[src/hw/rtl/hrl_pkg.sv]
// ----------------------------------------------------------------------------
// hrl_pkg: shared types for the hex record loader
// Result kinds and the result payload carried from the parser to the output.
// ----------------------------------------------------------------------------
package hrl_pkg;

  typedef enum logic [2:0] {
    KIND_WRITE    = 3'd0,
    KIND_END_OK   = 3'd1,
    KIND_BAD_SUM  = 3'd2,
    KIND_NO_COLON = 3'd3,
    KIND_BAD_HEX  = 3'd4
  } kind_t;

  typedef struct packed {
    kind_t       kind;
    logic [15:0] address;
    logic [7:0]  data;
  } result_t;

  localparam logic [7:0] CHAR_COLON   = 8'h3A;
  localparam logic [7:0] CHAR_NEWLINE = 8'h0A;
  localparam logic [7:0] REC_TYPE_EOF = 8'h01;

endpackage

[src/hw/rtl/hrl_if.sv]
// ----------------------------------------------------------------------------
// hrl_if: channel interfaces
// Character request channel and result channel, valid/ready handshake.
// ----------------------------------------------------------------------------
interface hrl_char_if;
  logic       valid;
  logic       ready;
  logic [7:0] character;

  modport source (output valid, output character, input ready);
  modport sink   (input valid, input character, output ready);
endinterface

interface hrl_rec_if;
  logic           valid;
  logic           ready;
  hrl_pkg::kind_t kind;
  logic [15:0]    address;
  logic [7:0]     data;

  modport source (output valid, output kind, output address, output data, input ready);
  modport sink   (input valid, input kind, input address, input data, output ready);
endinterface

[src/hw/rtl/hrl_parse.sv]
// ----------------------------------------------------------------------------
// hrl_parse: record parser
// Decodes one character per accepted request and updates the record state.
// ----------------------------------------------------------------------------
module hrl_parse (
  input  logic             clk,
  input  logic             rst_n,
  input  logic             acc,
  input  logic [7:0]       character,
  output logic             res_vld,
  output hrl_pkg::result_t res
);

  typedef enum logic [2:0] {
    PH_COLON = 3'd0,
    PH_LEN   = 3'd1,
    PH_OFFS  = 3'd2,
    PH_TYPE  = 3'd3,
    PH_DATA  = 3'd4,
    PH_CSUM  = 3'd5,
    PH_SKIP  = 3'd6
  } phase_t;

  phase_t      phase_r, phase_nxt;
  logic [1:0]  nib_cnt_r, nib_cnt_nxt;
  logic [15:0] asm_val_r, asm_val_nxt;
  logic [7:0]  rec_len_r, rec_len_nxt;
  logic [15:0] offset_r, offset_nxt;
  logic [7:0]  rec_type_r, rec_type_nxt;
  logic [7:0]  byte_idx_r, byte_idx_nxt;
  logic [7:0]  sum_r, sum_nxt;
  logic        halted_r, halted_nxt;

  logic [7:0]  c_fold;
  logic        is_hex;
  logic [3:0]  nib;
  logic [15:0] val;
  logic        last_nib;
  logic [7:0]  bi_inc;
  logic [7:0]  sum_csum;

  // fold lower case onto upper case above '9'
  always_comb begin
    c_fold = (character > 8'h39) ? (character & 8'hDF) : character;
    is_hex = 1'b0;
    nib    = 4'h0;
    if (c_fold >= 8'h30 && c_fold <= 8'h39) begin
      is_hex = 1'b1;
      nib    = c_fold[3:0];
    end else if (c_fold >= 8'h41 && c_fold <= 8'h46) begin
      is_hex = 1'b1;
      nib    = c_fold[3:0] + 4'd9;
    end
  end

  assign val      = {asm_val_r[11:0], nib};
  assign last_nib = (phase_r == PH_OFFS) ? (nib_cnt_r == 2'd3) : (nib_cnt_r != 2'd0);
  assign bi_inc   = byte_idx_r + 8'd1;
  assign sum_csum = sum_r + val[7:0];

  always_comb begin
    phase_nxt    = phase_r;
    nib_cnt_nxt  = nib_cnt_r;
    asm_val_nxt  = asm_val_r;
    rec_len_nxt  = rec_len_r;
    offset_nxt   = offset_r;
    rec_type_nxt = rec_type_r;
    byte_idx_nxt = byte_idx_r;
    sum_nxt      = sum_r;
    halted_nxt   = halted_r;
    res_vld      = 1'b0;
    res.kind     = hrl_pkg::KIND_WRITE;
    res.address  = 16'h0000;
    res.data     = 8'h00;

    if (acc && !halted_r) begin
      case (phase_r)
        PH_COLON: begin
          if (character == hrl_pkg::CHAR_COLON) begin
            sum_nxt      = 8'h00;
            nib_cnt_nxt  = 2'd0;
            asm_val_nxt  = 16'h0000;
            byte_idx_nxt = 8'h00;
            phase_nxt    = PH_LEN;
          end else begin
            halted_nxt = 1'b1;
            res_vld    = 1'b1;
            res.kind   = hrl_pkg::KIND_NO_COLON;
          end
        end
        PH_SKIP: begin
          if (character == hrl_pkg::CHAR_NEWLINE) begin
            phase_nxt = PH_COLON;
          end
        end
        PH_LEN, PH_OFFS, PH_TYPE, PH_DATA, PH_CSUM: begin
          if (!is_hex) begin
            halted_nxt = 1'b1;
            res_vld    = 1'b1;
            res.kind   = hrl_pkg::KIND_BAD_HEX;
          end else if (!last_nib) begin
            asm_val_nxt = val;
            nib_cnt_nxt = nib_cnt_r + 2'd1;
          end else begin
            nib_cnt_nxt = 2'd0;
            asm_val_nxt = 16'h0000;
            case (phase_r)
              PH_LEN: begin
                rec_len_nxt = val[7:0];
                sum_nxt     = sum_r + val[7:0];
                phase_nxt   = PH_OFFS;
              end
              PH_OFFS: begin
                offset_nxt = val;
                sum_nxt    = sum_r + val[15:8] + val[7:0];
                phase_nxt  = PH_TYPE;
              end
              PH_TYPE: begin
                rec_type_nxt = val[7:0];
                sum_nxt      = sum_r + val[7:0];
                byte_idx_nxt = 8'h00;
                phase_nxt    = (rec_len_r != 8'h00) ? PH_DATA : PH_CSUM;
              end
              PH_DATA: begin
                sum_nxt      = sum_r + val[7:0];
                byte_idx_nxt = bi_inc;
                if (bi_inc == rec_len_r) begin
                  phase_nxt = PH_CSUM;
                end
                if (rec_type_r != hrl_pkg::REC_TYPE_EOF) begin
                  res_vld     = 1'b1;
                  res.kind    = hrl_pkg::KIND_WRITE;
                  res.address = offset_r + {8'h00, byte_idx_r};
                  res.data    = val[7:0];
                end
              end
              default: begin
                sum_nxt = sum_csum;
                if (sum_csum != 8'h00) begin
                  halted_nxt = 1'b1;
                  res_vld    = 1'b1;
                  res.kind   = hrl_pkg::KIND_BAD_SUM;
                end else if (rec_type_r == hrl_pkg::REC_TYPE_EOF) begin
                  halted_nxt = 1'b1;
                  res_vld    = 1'b1;
                  res.kind   = hrl_pkg::KIND_END_OK;
                end else begin
                  phase_nxt = PH_SKIP;
                end
              end
            endcase
          end
        end
        default: begin
          // stray phase code: stop as on a bad digit
          halted_nxt = 1'b1;
          res_vld    = 1'b1;
          res.kind   = hrl_pkg::KIND_BAD_HEX;
        end
      endcase
    end
  end

  always_ff @(posedge clk) begin
    if (!rst_n) begin
      phase_r    <= PH_COLON;
      nib_cnt_r  <= 2'd0;
      asm_val_r  <= 16'h0000;
      rec_len_r  <= 8'h00;
      offset_r   <= 16'h0000;
      rec_type_r <= 8'h00;
      byte_idx_r <= 8'h00;
      sum_r      <= 8'h00;
      halted_r   <= 1'b0;
    end else begin
      phase_r    <= phase_nxt;
      nib_cnt_r  <= nib_cnt_nxt;
      asm_val_r  <= asm_val_nxt;
      rec_len_r  <= rec_len_nxt;
      offset_r   <= offset_nxt;
      rec_type_r <= rec_type_nxt;
      byte_idx_r <= byte_idx_nxt;
      sum_r      <= sum_nxt;
      halted_r   <= halted_nxt;
    end
  end

  a_halt_silent: assert property (@(posedge clk) disable iff (!rst_n)
    halted_r |-> !res_vld)
    else $error("result produced while halted");

  a_halt_reported: assert property (@(posedge clk) disable iff (!rst_n)
    $rose(halted_r) |-> $past(res_vld) && ($past(res.kind) != hrl_pkg::KIND_WRITE))
    else $error("halt without a terminal result");

  a_non_write_zero: assert property (@(posedge clk) disable iff (!rst_n)
    (res_vld && res.kind != hrl_pkg::KIND_WRITE) |-> (res.address == 16'h0000 &&
                                                      res.data == 8'h00))
    else $error("non-write result carries address or data");

  a_nib_range: assert property (@(posedge clk) disable iff (!rst_n)
    (phase_r != PH_OFFS) |-> (nib_cnt_r == 2'd0 || nib_cnt_r == 2'd1))
    else $error("nibble count out of range for byte field");

endmodule

[src/hw/rtl/hrl_out_stage.sv]
// ----------------------------------------------------------------------------
// hrl_out_stage: result register
// Holds one result until the sink takes it; frees in the same cycle it drains.
// ----------------------------------------------------------------------------
module hrl_out_stage (
  input  logic             clk,
  input  logic             rst_n,
  input  logic             up_vld,
  input  hrl_pkg::result_t up_res,
  output logic             up_ready,
  hrl_rec_if.source        out_ch
);

  logic             valid_r;
  hrl_pkg::result_t res_r;

  assign up_ready       = !valid_r || out_ch.ready;
  assign out_ch.valid   = valid_r;
  assign out_ch.kind    = res_r.kind;
  assign out_ch.address = res_r.address;
  assign out_ch.data    = res_r.data;

  always_ff @(posedge clk) begin
    if (!rst_n) begin
      valid_r <= 1'b0;
    end else if (up_ready) begin
      valid_r <= up_vld;
    end
  end

  always_ff @(posedge clk) begin
    if (up_ready && up_vld) begin
      res_r <= up_res;
    end
  end

  a_no_overwrite: assert property (@(posedge clk) disable iff (!rst_n)
    up_vld |-> up_ready)
    else $error("result offered while output register is full");

endmodule

[src/hw/rtl/hex_record_loader.sv]
// ----------------------------------------------------------------------------
// hex_record_loader: Intel HEX record parser
// Turns a hex text stream into program memory writes and a final status.
// ----------------------------------------------------------------------------
// One character is taken per clock unless the sink stalls. Each character is
// decoded in the cycle it is accepted and any result (a memory write, end of
// load, or an error) is presented from an output register on the next cycle.
// The input stays ready whenever that register is empty or being drained, so
// a full stream runs at one character per cycle; a stalled sink holds the
// input off once the output register is full. After an error or an end record
// the block keeps taking characters but gives no further result until reset.
module hex_record_loader (
  input  logic      clk,
  input  logic      rst_n,
  hrl_char_if.sink  in_ch,
  hrl_rec_if.source out_ch
);

  logic             acc;
  logic             stage_ready;
  logic             res_vld;
  hrl_pkg::result_t res;

  assign in_ch.ready = stage_ready;
  assign acc         = in_ch.valid && stage_ready;

  hrl_parse u_parse (
    .clk       (clk),
    .rst_n     (rst_n),
    .acc       (acc),
    .character (in_ch.character),
    .res_vld   (res_vld),
    .res       (res)
  );

  hrl_out_stage u_out (
    .clk      (clk),
    .rst_n    (rst_n),
    .up_vld   (res_vld),
    .up_res   (res),
    .up_ready (stage_ready),
    .out_ch   (out_ch)
  );

endmodule
[src/flat_wrapper.sv]
// flat-port wrapper written by rule: the top's interface ports become plain ports
module hex_record_loader_flat 
  (clk, rst_n, in_ch_valid, in_ch_character, in_ch_ready, out_ch_valid, out_ch_kind, out_ch_address, out_ch_data, out_ch_ready);
  hrl_char_if in_ch_i ();
  hrl_rec_if out_ch_i ();
  input  logic clk;
  input  logic rst_n;
  input wire logic [$bits(in_ch_i.valid)-1:0] in_ch_valid;
  input wire logic [$bits(in_ch_i.character)-1:0] in_ch_character;
  output wire logic [$bits(in_ch_i.ready)-1:0] in_ch_ready;
  output wire logic [$bits(out_ch_i.valid)-1:0] out_ch_valid;
  output wire logic [$bits(out_ch_i.kind)-1:0] out_ch_kind;
  output wire logic [$bits(out_ch_i.address)-1:0] out_ch_address;
  output wire logic [$bits(out_ch_i.data)-1:0] out_ch_data;
  input wire logic [$bits(out_ch_i.ready)-1:0] out_ch_ready;
  assign in_ch_i.valid = in_ch_valid;
  assign in_ch_i.character = in_ch_character;
  assign in_ch_ready = in_ch_i.ready;
  assign out_ch_valid = out_ch_i.valid;
  assign out_ch_kind = out_ch_i.kind;
  assign out_ch_address = out_ch_i.address;
  assign out_ch_data = out_ch_i.data;
  assign out_ch_i.ready = out_ch_ready;
  hex_record_loader u_core (.clk(clk), .rst_n(rst_n), .in_ch(in_ch_i), .out_ch(out_ch_i));
endmodule
[config.mk]
export PLATFORM = sky130hd
export DESIGN_NAME = hex_record_loader_flat
export DESIGN_NICKNAME = d
export VERILOG_FILES = /design/src/hw/rtl/hrl_pkg.sv /design/src/hw/rtl/hrl_if.sv /design/src/hw/rtl/hrl_parse.sv /design/src/hw/rtl/hrl_out_stage.sv /design/src/hw/rtl/hex_record_loader.sv /design/src/flat_wrapper.sv
export SDC_FILE = /design/constraint.sdc
export NUM_CORES = 1
export LEC_CHECK = 0
export ABC_AREA = 1
export BUFFER_PORTS_ARGS = -buffer_cell sky130_fd_sc_hd__buf_2
export CORE_MARGIN = 1
export CORE_UTILIZATION = 45
export DETAILED_ROUTE_END_ITERATION = 6
export MAX_ROUTING_LAYER = met4
export SLEW_MARGIN = 5
export SYNTH_ARGS = -nofsm -noshare
export SYNTH_HDL_FRONTEND = slang
export SYNTH_SLANG_ARGS = --single-unit
[constraint.sdc]
create_clock -name clk -period 3.5 [get_ports clk]
set_input_delay 0.175 -clock clk [delete_from_list [all_inputs] [get_ports clk]]
set_output_delay 0.175 -clock clk [all_outputs]
set_load 0.005 [all_outputs]
# Yosys cells after proc, flatten, opt, wreduce, memory -nomap -nowiden
# Cells that the tools add are included.
# word_totals
regBits,94
out_inout_bits,29
elab_cells,134
input_bits,12
# classes
bitwise,1
addsub,7
n_eq_ne,24
muxes,58
order_cmp,5
n_reduce_logical,26
# op_table
cell,n
2-to-1 mux 24 bit,2
2-to-1 mux 8 bit,6
case mux 8 bit (2 select lines),3
2-to-1 mux 12 bit,3
2-to-1 mux 27 bit,1
adder 8 bit,3
2-to-1 mux 3 bit,8
case mux 12 bit (2 select lines),1
AND reduction 5 bit,4
2-to-1 mux 1 bit,18
case mux 3 bit (3 select lines),2
AND reduction 6 bit,3
adder 16 x 8 -> 16 bit,1
nonzero test 8 bit,2
"!= test 3 bit, second input constant",4
"!= test 6 bit, second input constant",2
case mux 3 bit (4 select lines),1
2-to-1 mux 2 bit,5
"!= test 2 bit, second input constant",5
"== test 3 bit, second input constant",3
AND reduction 9 bit,1
"adder 8 x 1 -> 8 bit, second input constant",1
"== test 8 x 1 -> 1 bit, second input constant",1
"== test 8 x 4 -> 1 bit, second input constant",1
other kinds (30),40

# Depth between registers and ports, before layout
# Gate-level depths: netlist of the first run.
# logic_depth
depth_word,15
depth_mapped,27

# Hierarchy
# From an unflattened synthesis of the first run, not the netlist that was laid out.
# hier_totals
cells_unflattened,780
area_unflattened_um2,5801.8
# modules_own_cells
module,cells_each,n_inst,area_per_inst_um2,seq_area_each_um2
hrl_parse,744,1,4932.2,1321.3
hrl_out_stage,34,1,862.1,830.8
hex_record_loader,2,1,7.5,0.0

# Least setup slack after synthesis of the first run
# OpenSTA, ideal clock, no wires.
# synth_timing
kind,input to register
start,input port in_ch_character[0]
end,"register u_core.u_out.res_r, in the netlist u_core.u_out.out_ch.address[0], enable pin"
stages,24
t_required_ns,3.118
path_buffers,0
arrival_time_ns,2.902
setup_ns,0.382
path_slack_ns,0.216
cell_sequence,inv_1 > ha_1 > nand2_1 > or2_2 > nand3_2 > inv_1 > nand2_1 > o21ai_1 > ha_1 > inv_1 > fa_1 > inv_1 > nand2_1 > nand2_1 > nand2_1 > nand2_1 > nor2_1 > nand2_1 > nor2_1 > nand3_1 > nand2_1 > nand2_1 > nand2_1 > inv_1
# synth_via
elab_chain_len,15
elab_cells_between_ends,24
classes_between,add/sub: 2; order compare: 5; eq/ne: 1; mux: 12; reduce/logical: 4
# synth_lines
item,line_no,source
from (decl),flat_wrapper.sv:9,input wire logic [$bits(in_ch_i.character)-1:0] in_ch_character;
greater-than comparator 8 x 6 -> 1 bit,hrl_parse.sv:44,c_fold = (character > 8'h39) ? (character & 8'hDF) : character;
2-to-1 mux 6 bit (*),hrl_parse.sv:44,
>= comparator 8 x 7 -> 1 bit / less-or-equal comparator 8 x 7 -> 1 bit (equally long branches),hrl_parse.sv:50,end else if (c_fold >= 8'h41 && c_fold <= 8'h46) begin
logical AND 1 bit,hrl_parse.sv:50,
2-to-1 mux 4 bit,hrl_parse.sv:50,
2-to-1 mux 4 bit (*),hrl_parse.sv:47,if (c_fold >= 8'h30 && c_fold <= 8'h39) begin
net u_core.u_parse.nib[0],hrl_parse.sv:36,logic [3:0] nib;
adder 8 bit (*),hrl_parse.sv:59,assign sum_csum = sum_r + val[7:0];
nonzero test 8 bit (*),hrl_parse.sv:139,if (sum_csum != 8'h00) begin
2-to-1 mux 1 bit (*),hrl_parse.sv:139,
case mux 1 bit (2 select lines) (*),hrl_parse.sv:107,case (phase_r)
2-to-1 mux 1 bit (*),hrl_parse.sv:101,end else if (!last_nib) begin
2-to-1 mux 1 bit (*),hrl_parse.sv:97,if (!is_hex) begin
case mux 1 bit (3 select lines) (*),hrl_parse.sv:77,case (phase_r)
2-to-1 mux 1 bit (*),hrl_parse.sv:76,if (acc && !halted_r) begin
logical AND 1 bit (*),hrl_out_stage.sv:32,if (up_ready && up_vld) begin
to (signal assigned),hrl_out_stage.sv:33,res_r <= up_res;
to (decl),hrl_out_stage.sv:15,hrl_pkg::result_t res_r;
# Mark *: on every way through the listed nets, which the timed path passes. The rest lies on a longest branch.
# A chain may end at the register's enable or synchronous reset.

# Worst setup path in the final report of the first run
# layout_timing
start,input port in_ch_character[0]
end,register u_core.u_parse.sum_r[7]
# layout_via
elab_chain_len,11
elab_cells_between_ends,23
classes_between,add/sub: 3; order compare: 5; eq/ne: 3; mux: 9; reduce/logical: 3
# layout_lines
item,line_no,source
greater-than comparator 8 x 6 -> 1 bit,hrl_parse.sv:44,
2-to-1 mux 6 bit (*),hrl_parse.sv:44,
>= comparator 8 x 7 -> 1 bit / less-or-equal comparator 8 x 7 -> 1 bit (equally long branches),hrl_parse.sv:50,
logical AND 1 bit,hrl_parse.sv:50,
2-to-1 mux 4 bit,hrl_parse.sv:50,
2-to-1 mux 4 bit (*),hrl_parse.sv:47,
net u_core.u_parse.nib[0],hrl_parse.sv:36,
"adder 8 bit, on equally long branches",-,
2-to-1 mux 8 bit (*),-,
2-to-1 mux 8 bit (*),hrl_parse.sv:101,
2-to-1 mux 8 bit (*),hrl_parse.sv:97,
case mux 8 bit (2 select lines) (*),hrl_parse.sv:77,
to (signal assigned),hrl_parse.sv:183,sum_r <= sum_nxt;
to (decl),hrl_parse.sv:31,"logic [7:0] sum_r, sum_nxt;"
# Mark *: on every way through the listed nets, which the timed path passes. The rest lies on a longest branch. The select of a mux whose other input is x is not followed.

==> metrics.md, run 1 <==
| Metric | Value |
|---|---|
| Status | `completed` |
| CTS sink cnt | `94` |
| Worst r2r path cells | `14` |
| DR vias | `around 5200` |
| Period utilisation layout | `0.907` |
| P_leak | `just under 3 nW` |
| Register area | `2150 um2` |
| Synth area leader | `dfxtp_1` |
| Core Area | `12700 um2` |
| Clock-pin transition on the worst setup and hold timing paths | `0.06 ns` |
| Initial drt markers | `326` |
| Initial antenna violation count | `0` |
| R2r endpoint | `u_core.u_parse.sum_r[7]$_SDFFE_PN0P_` |
| # nets final | `roughly 900` |
| Least-Margin Pin Slew | `1.04 ns` |
| Maxcap violations | `0` |
| Nature of the critical path startpoint | `input port` |
| Main synth FF type | `dfxtp_1` |
| Register area share after synthesis | `0.363` |
| Share of cells above drive strength 1 | `0.147` |
| CP Capture Type | `flop` |
| CTS tree | `yes` |
| Synthesis Warnings | `0` |
| Post-synth top area share | `0.226` |
| Number of synthesized flops with an enable pin | `27` |
| Avg WL per Cell | `14.6 um` |
| # setup viols final | `0` |
| Chip Width | `117 um` |
| Port Buffers | `40` |
| Crit path DAT | `3.37 ns` |
| I/O pins | `41` |
| Worst Setup SP | `in_ch_character[0]` |
| Layout fillers | `between 1000 and 1500` |
| DRC viols | `0` |
| GRT overflow | `0` |
| Worst vdd ir | `0.274 mV` |
| H-tree levels | `3` |
| Maximum clock rate | `315 MHz` |
| Post-Route WL | `14700 um` |
| FF-to-FF setup slack | `0.83 ns` |
| Post CTS Setup Buffer Count | `0` |
| Gpl congestion | `0.932` |
| Synth area leaders | `dfxtp_1 23%, edfxtp_1 14%, nand2_1 11%` |
| Worst hold path class | `in2reg` |
| Antenna Violating Nets Remaining | `0` |
| CTS Buf Count | `9` |
| Largest net degree at the start of global routing | `48` |
| Synthesis-to-finish area growth | `12.3%` |
| CTS Hold Buffers Added | `0` |
| Hpwl dp | `11000 um` |
| Row count | `41` |
| Syn Inst Count | `786` |
| Avg Inst Size Synth | `7.53 um2` |
| Syn nets | `836` |
| CTS root buffer | `clkbuf_16` |
| Final Non-Filler Cells | `1009` |
| CTS max path bufs | `2` |
| Vias in the first global route | `around 4800` |
| Die Height | `117 um` |
| Count of final hold-check violations | `0` |
| Worst-path fanout max | `4` |
| Slew headroom | `0.307` |
| Initial core utilization | `0.465` |
| Die area | `between 10000 and 15000 um2` |
| Via density | `5.20` |
| Antenna cell count | `0` |
| Setup crit end | `u_core.u_parse.sum_r[7]$_SDFFE_PN0P_` |
| DRT Pass-1 Iters | `4` |
| Placed insts | `993` |
| P per Cell Area | `445 nW/um2` |
| Min Tclk post-route | `3.18 ns` |
| First-pass GRT wire length | `23700 um` |
| Max-slew violations | `0` |
| Post-layout power | `between 2 and 3 mW` |
| Setup Skew | `0.00480 ns` |
| Yosys cell types | `45` |
| Clock Latency Late Sink | `0.35 ns` |
| Overall routing resource usage | `0.238` |
| Critical Path RT | `3.69 ns` |
| Unrepaired setup endpoints after global routing | `no` |
| WS Path Type | `in2reg` |
| Worst R2R Start | `u_core.u_parse.asm_val_r[4]$_SDFFE_PN0P_` |
| Multi-input gate area | `about 3200 um2` |
| Ys async rst share | `0` |
| FF+latch count, synth | `94` |
| Mapped cell area | `5920 um2` |
cells in the final DEF (no fill, tap or decap), types with 7 or more instances in the layout:
cell,instances
clkbuf_16,9
nand2_1,178
edfxtp_1,27
nand3_1,54
a211oi_2,20
nor2_1,79
fa_1,10
a21oi_1,67
nand4_1,12
nor3_1,7
o21ai_0,17
a211oi_1,12
ha_1,27
inv_1,115
buf_2,40
dfxtp_1,67
buf_4,13
worst min-delay path by stage:
stage	end	depth (start not counted)	start	slack, ns
after floorplan	u_core.u_parse.phase_r[1]$_SDFFE_PN0P_	2	rst_n	0.30
after global placement	u_core.u_parse.rec_type_r[0]$_SDFFE_PN0P_	2	u_core.u_parse.rec_type_r[0]$_SDFFE_PN0P_	0.44
after detailed placement	u_core.u_parse.rec_type_r[0]$_SDFFE_PN0P_	2	u_core.u_parse.rec_type_r[0]$_SDFFE_PN0P_	0.44
after CTS	u_core.u_out.out_ch.valid$_SDFFE_PN0N_	4	out_ch_ready	0.11
after global routing	u_core.u_out.out_ch.valid$_SDFFE_PN0N_	4	out_ch_ready	0.13
final	u_core.u_out.out_ch.valid$_SDFFE_PN0N_	4	out_ch_ready	0.12
power breakdown:
group | switching (mW) | internal, mW
logic | 0.463 | 0.231
clock network | 0.432 | 0.548
registers | 0.0663 | 1.22
total | 0.961 | 2.00
flip-flops by register name (all words and copies together), names as in the netlist:
register,flops
u_core.u_parse.offset_r,16
u_core.u_out.out_ch.address,16
u_core.u_parse.halted_r,1
u_core.u_parse.rec_type_r,8
u_core.u_parse.asm_val_r,12
u_core.u_out.out_ch.data,8
u_core.u_parse.byte_idx_r,8
u_core.u_out.out_ch.valid,1
u_core.u_parse.nib_cnt_r,2
u_core.u_parse.phase_r,3
u_core.u_out.out_ch.kind,3
u_core.u_parse.rec_len_r,8
u_core.u_parse.sum_r,8
area by class of cell:
class                   instances  area share
clock buffers                   9      0.0339
multi-input cells             550       0.483
well taps                     172      0.0324
repair buffers                 54      0.0478
flip-flops and latches         94       0.324
clock inverters                 7     0.00978
inverters                     123      0.0694
synthesized netlist by cell type, drive strengths merged (4+ instances only):
cell    count
nand4      13
nor2       82
ha         28
inv       121
o21ai      19
nand2     187
a21oi      70
xor2        6
fa         10
a31oi       4
o211ai      5
xnor2       6
dfxtp      67
buf         9
nand3      59
o21a        4
a211oi     32
nor3       10
clkbuf     10
edfxtp     27
critical path: stages:
cell	delay, ns
buf_2	0.11
inv_1	0.08
ha_1	0.20
nand2_1	0.09
or2_2	0.12
nand3_2	0.12
inv_1	0.12
nand2_1	0.06
o21ai_1	0.19
inv_1	0.13
fa_1	0.37
inv_1	0.06
ha_1	0.16
inv_1	0.05
fa_1	0.39
o21ai_0	0.30
nand2_1	0.13
a21oi_1	0.17
o21bai_1	0.08
nand3_1	0.06
o21ai_0	0.08
nand2_1	0.08
a21oi_1	0.05
through the flow:
step | setup TNS, ns | area, um2 | hold WS, ns | worst slack, ns | util
after floorplan | 0 | 5920 | 0.295 | 0.216 | -
after global placement | 0 | 6350 | 0.436 | 0.0604 | 0.499
after detailed placement | -0.913 | 6350 | 0.439 | -0.0363 | 0.499
after CTS | 0 | 6640 | 0.107 | 0.333 | 0.522
after global routing | 0 | 6650 | 0.135 | 0.00310 | 0.523
final | 0 | 6650 | 0.118 | 0.324 | 0.523
timing repair:
| action | in CTS | in global routing |
|---|---|---|
| endpoints found under the hold margin | 0 | 0 |
| setup endpoints to repair | 0 | 27 |
| resized for setup | 0 | 3 |
logic make-up (layout without fill, tap and decap cells):
| logic type | Yosys count | in the layout | share of synthesized area |
|---|---|---|---|
| simple gates | 361 | 361 | 0.273 |
| buf+inv | 142 | 193 | 0.0955 |
| flops | 94 | 94 | 0.363 |
| compound gates | 139 | 139 | 0.158 |
| fa+ha+maj | 38 | 38 | 0.0930 |
| xor+xnor | 12 | 12 | 0.0177 |
metal layers:
layer  GRT usage  vias to the layer above  wire length (um)
met2       0.388                      123              7010
li1            -                     2677                 -
met4       0.117                        0               426
met1       0.290                     2415              6790
met5           -                        -                 0
met3      0.0317                       28               489
(Power assumes the default switching activity.)
==> run 2, diff against run 1 <==
Settings changed: BUFFER_PORTS_ARGS -buffer_cell sky130_fd_sc_hd__buf_2 to unset, CELL_PAD_IN_SITES_DETAIL_PLACEMENT set to 1, CELL_PAD_IN_SITES_GLOBAL_PLACEMENT set to 2, CORE_UTILIZATION 45 to 38, DONT_BUFFER_PORTS set to 1, PLACE_DENSITY_LB_ADDON set to 0.1.
==> metrics.md, run 2 (synthesized netlist as in run 1, its figures left out) <==
| Metric | Value |
|---|---|
| Overall routing resource usage | `0.231` |
| Instance area at placement | `about 6000 um2` |
| Critical path's largest stage delay | `0.37 ns` |
| Die Height | `127 um` |
| Final Non-Filler Cells | `slightly below 1000` |
| DRT Pass-1 Iters | `4` |
| Post-Route WL | `16800 um` |
| CP Capture Type | `flop` |
| Count of final hold-check violations | `0` |
| CTS root buffer | `clkbuf_16` |
| Post CTS Setup Buffer Count | `0` |
| Share of cells above drive strength 1 | `0.103` |
| Crit path DAT | `3.31 ns` |
| Slowest library cell on the worst path | `ha_1` |
| CTS max path bufs | `2` |
| Antenna cell count | `0` |
| H-tree levels | `3` |
| P_leak | `2.80 nW` |
| CTS tree | `yes` |
| Max-slew violations | `0` |
| CTS Buf Count | `9` |
| GRT overflow | `0` |
| Hpwl dp | `13100 um` |
| Via density | `between 5 and 6` |
| Gpl congestion | `0.875` |
| Largest net degree at the start of global routing | `50` |
| Avg WL per Cell | `17.1 um` |
| Maxcap violations | `0` |
| WS Path Type | `in2reg` |
| Port Buffers | `0` |
| I/O pins | `41` |
| Status | `completed` |
| Commonest non-fill, non-tap cell in the layout | `nand2_1` |
| Chip Width | `127 um` |
| Maximum clock rate | `roughly 310 MHz` |
| First-pass GRT wire length | `28100 um` |
| Util after Layout | `0.426` |
| DRC viols | `0` |
| Post-layout power | `~2.9 mW` |
| Synthesis-to-finish area growth | `9.23%` |
| # nets final | `around 840` |
| Slew headroom | `0.265` |
| Most used cell along the critical path | `nand2_1` |
| Setup Skew | `0.00802 ns` |
| Initial antenna violation count | `0` |
| Clock Latency Late Sink | `0.34 ns` |
| CTS sink cnt | `94` |
| Worst hold path class | `in2reg` |
| CP delay by family, top | `simple AND/OR/NAND/NOR gates` |
| Nature of the critical path startpoint | `input port` |
| Post-place setup slack | `-0.172 ns` |
| Layout fillers | `around 1900` |
| Crit path buf inv count | `6` |
| P per Cell Area | `454 nW/um2` |
| Unrepaired setup endpoints after global routing | `no` |
| Worst vdd ir | `between 0.2 and 0.25 mV` |
| Critical Path RT | `3.60 ns` |
| Row count | `45` |
| Final worst setup slack | `about 0.29 ns` |
| Initial core utilization | `0.390` |
| Placed insts | `968` |
| Core Area | `15200 um2` |
| Least-Margin Pin Slew | `1.10 ns` |
| DR vias | `5143` |
| Most frequent cells in the layout | `179 x nand2_1, 114 x inv_1, 79 x nor2_1, 67 x a21oi_1, 67 x dfxtp_1` |
| Die area | `16100 um2` |
| Cell area after layout | `about 6500 um2` |
| Initial drt markers | `approximately 240` |
| Vias in the first global route | `5268` |
| Period utilisation layout | `0.917` |
| Clock-pin transition on the worst setup and hold timing paths | `0.07 ns` |
| Min Tclk post-route | `3.21 ns` |
| Antenna Violating Nets Remaining | `0` |
| Worst-path fanout max | `24` |
| # setup viols final | `0` |
## run 2: layer usage
layer / vias up / share of wire / track usage
li1: 2603 / - / -
met1: 2460 / 0.47 / 0.295
met2: 65 / 0.48 / 0.379
met3: 15 / 0.031 / 0.0371
met4: 0 / 0.018 / 0.0637
met5: - / 0 / -
## run 2: area by class of cell
type / count / area, um2 / area share
Multi-Input combinational cell: 550 / 3200 / 0.495
Sequential cell: 94 / 2150 / 0.333
Clock buffer: 12 / 268 / 0.0414
Tap cell: 188 / 235 / 0.0364
Timing Repair Buffer: 14 / 120 / 0.0186
Clock inverter: 4 / 27.5 / 0.00426
Inverter: 123 / 462 / 0.0714
## run 2: per-stage QoR
step	hold slack, ns	TNS [ns]
2_1_floorplan	0.295	0
3_3_place_gp	0.300	0
3_5_place_dp	0.307	-4.48
4_1_cts	0.0639	0
5_1_grt	0.0718	0
6_report	0.0743	0
## run 2: tightest hold or removal path, stage by stage
cell and delay, ns:
inv_1 0.02, nand2_1 0.10, a21oi_1 0.08
## run 2: final timing paths
| kind | from | to | slack, ns | cells after the start |
|---|---|---|---|---|
| max reg2reg | u_core.u_parse.asm_val_r[0]$_SDFFE_PN0P_ | u_core.u_out.out_ch.data[0]$_SDFFCE_PN0P_ | 0.81 | 15 |
| min | out_ch_ready | u_core.u_out.out_ch.valid$_SDFFE_PN0N_ | 0.07 | 3 |
| max | in_ch_character[0] | u_core.u_out.out_ch.data[0]$_SDFFCE_PN0P_ | 0.29 | 25 |
| min reg2reg | u_core.u_parse.rec_type_r[0]$_SDFFE_PN0P_ | u_core.u_parse.rec_type_r[0]$_SDFFE_PN0P_ | 0.47 | 2 |
## run 2: repair_timing
item                                   CTS  global route
endpoints found under the hold margin    5             0
setup endpoints to repair                0            24
gates resized for setup                  0             1
hold buffers                             1             0
## run 2: where the power goes
part / switching, mW / internal (mW) / total (mW)
combinational: 0.451 / 0.200 / 0.651
sequential: 0.0821 / 1.22 / 1.30
clock: 0.439 / 0.547 / 0.986
==> run 3, diff against run 2 <==
Settings changed: CORE_MARGIN 1 to 4, RECOVER_POWER set to 100.
==> metrics.md, run 3 (synthesized netlist as in run 1, its figures left out) <==
| Metric | Value |
|---|---|
| # setup viols final | `0` |
| Die area | `17600 um2` |
| Commonest non-fill, non-tap cell in the layout | `nand2_1` |
| Core Area | `approximately 15000 um2` |
| Final worst setup slack | `~0.38 ns` |
| WHS Endpoint | `u_core.u_out.out_ch.valid$_SDFFE_PN0N_` |
| DR vias | `5139` |
| Least-Margin Pin Slew | `about 1 ns` |
| CTS root buffer | `clkbuf_16` |
| CP Capture Type | `flop` |
| Setup Skew | `0.00833 ns` |
| Maximum clock rate | `320 MHz` |
| Util after Layout | `0.418` |
| Post-Route WL | `between 15000 and 20000 um` |
| Antenna Violating Nets Remaining | `0` |
| Synthesis-to-finish area growth | `7.82%` |
| Instance area at placement | `6200 um2` |
| Hpwl dp | `13400 um` |
| Avg WL per Cell | `17.1 um` |
| Worst-path fanout max | `24` |
| Worst R2R Start | `u_core.u_parse.phase_r[1]$_SDFFE_PN0P_` |
| CTS max path bufs | `2` |
| Crit path DAT | `3.21 ns` |
| First-pass GRT wire length | `28400 um` |
| Critical Path RT | `about 3.6 ns` |
| Die Height | `133 um` |
| Maxcap violations | `0` |
| CTS Buf Count | `9` |
| Share of cells above drive strength 1 | `0.0652` |
| WS Path Type | `in2reg` |
| Post CTS Setup Buffer Count | `0` |
| Count of final hold-check violations | `0` |
| Largest net degree at the start of global routing | `40` |
| Period utilisation layout | `0.892` |
| Status | `completed` |
| I/O pins | `41` |
| FF-to-FF setup slack | `approximately 0.52 ns` |
| GRT overflow | `0` |
| DRC viols | `0` |
| Worst r2r path cells | `8` |
| Initial core utilization | `0.388` |
| Vias in the first global route | `5362` |
| P_leak | `2.76 nW` |
| CTS tree | `yes` |
| Min-Delay Path Depth | `3` |
| R2r endpoint | `u_core.u_parse.byte_idx_r[4]$_SDFFE_PN0P_` |
| H-tree levels | `3` |
| Chip Width | `133 um` |
| Most frequent cells in the layout | `184 x nand2_1, 116 x inv_1, 80 x nor2_1, 69 x a21oi_1, 67 x dfxtp_1` |
| Slew headroom | `0.336` |
| Port Buffers | `0` |
| CTS sink cnt | `94` |
| Gpl congestion | `0.873` |
| Antenna cell count | `0` |
| Worst vdd ir | `0.252 mV` |
| Max-slew violations | `0` |
| Row count | `45` |
| Worst hold path class | `in2reg` |
| Initial drt markers | `180` |
| Min Tclk post-route | `3.12 ns` |
| Post-place setup slack | `-0.127 ns` |
| # nets final | `~840` |
| DRT Pass-1 Iters | `4` |
| Nature of the critical path startpoint | `input port` |
| Unrepaired setup endpoints after global routing | `no` |
| Hold Crit Start | `out_ch_ready` |
| Clock-pin transition on the worst setup and hold timing paths | `0.07 ns` |
| Overall routing resource usage | `0.207` |
| Clock Latency Late Sink | `0.35 ns` |
| Via density | `5.09` |
| P per Cell Area | `465 nW/um2` |
| Initial antenna violation count | `0` |
| Cell area after layout | `6380 um2` |
[run 3: how the worst max path moves through the flow]
stage                            start                                             to  slack (ns)  cells after the start
finish              in_ch_character[0]   u_core.u_out.out_ch.address[6]$_SDFFCE_PN0P_        0.38                     23
global route        in_ch_character[0]   u_core.u_out.out_ch.address[0]$_SDFFCE_PN0P_        0.04                     25
CTS                 in_ch_character[0]      u_core.u_out.out_ch.data[0]$_SDFFCE_PN0P_        0.23                     25
detailed placement  in_ch_character[0]      u_core.u_out.out_ch.data[0]$_SDFFCE_PN0P_       -0.13                     25
global placement    in_ch_character[0]  u_core.u_out.out_ch.address[14]$_SDFFCE_PN0P_        0.01                     25
floorplan           in_ch_character[0]   u_core.u_out.out_ch.address[0]$_SDFFCE_PN0P_        0.22                     24
[run 3: critical path, stage by stage]
cell and delay, ns:
inv_1 0.10, ha_1 0.17, nand2_1 0.08, nand2_1 0.08, nand2_1 0.05, nand2_1 0.11, nand2_4 0.09, o21ai_1 0.32
ha_1 0.27, inv_1 0.07, fa_1 0.51, nand2_1 0.06, nor2_1 0.15, nand3_1 0.10, nor2_1 0.09, nand2_1 0.10
nor2_1 0.15, nand3_1 0.09, nand2_1 0.06, nand2_1 0.05, nand2_1 0.07, inv_1 0.06, buf_6 0.19
[run 3: where the power goes]
group	internal [mW]	switching, mW
clock	0.619	0.434
combinational	0.178	0.437
sequential	1.22	0.0807
[run 3: through the flow]
stage               setup TNS, ns  cells  hold slack, ns  power (mW)
floorplan                       0    786           0.295        1.76
global placement                0    992           0.302        1.97
detailed placement          -3.24    992           0.309        1.98
CTS                             0   1009          0.0644        3.05
global route                    0   1009          0.0746        3.14
finish                          0   1009          0.0702        2.97
[run 3: routing by layer]
layer / wire length (um) / up-vias / GRT usage
li1: - / 2594 / -
met1: 7990 / 2452 / 0.263
met2: 8430 / 73 / 0.344
met3: 492 / 20 / 0.0274
met4: 301 / 0 / 0.0647
met5: 0 / - / -
[run 3: what timing repair did]
item	in CTS	in global routing
endpoints found under the setup margin	0	27
hold endpoints to repair	5	0
hold buffers	1	0
gates resized for setup	0	2
[run 3: layout make-up]
| cell class | count | area [um2] |
|---|---|---|
| clock buffers | 12 | 268 |
| clock inverters | 4 | 50.0 |
| fillers | 1919 | 8870 |
| inverters | 123 | 462 |
| multi-input cells | 550 | 3080 |
| flip-flops and latches | 94 | 2150 |
| well taps | 211 | 264 |
| repair buffers | 15 | 108 |
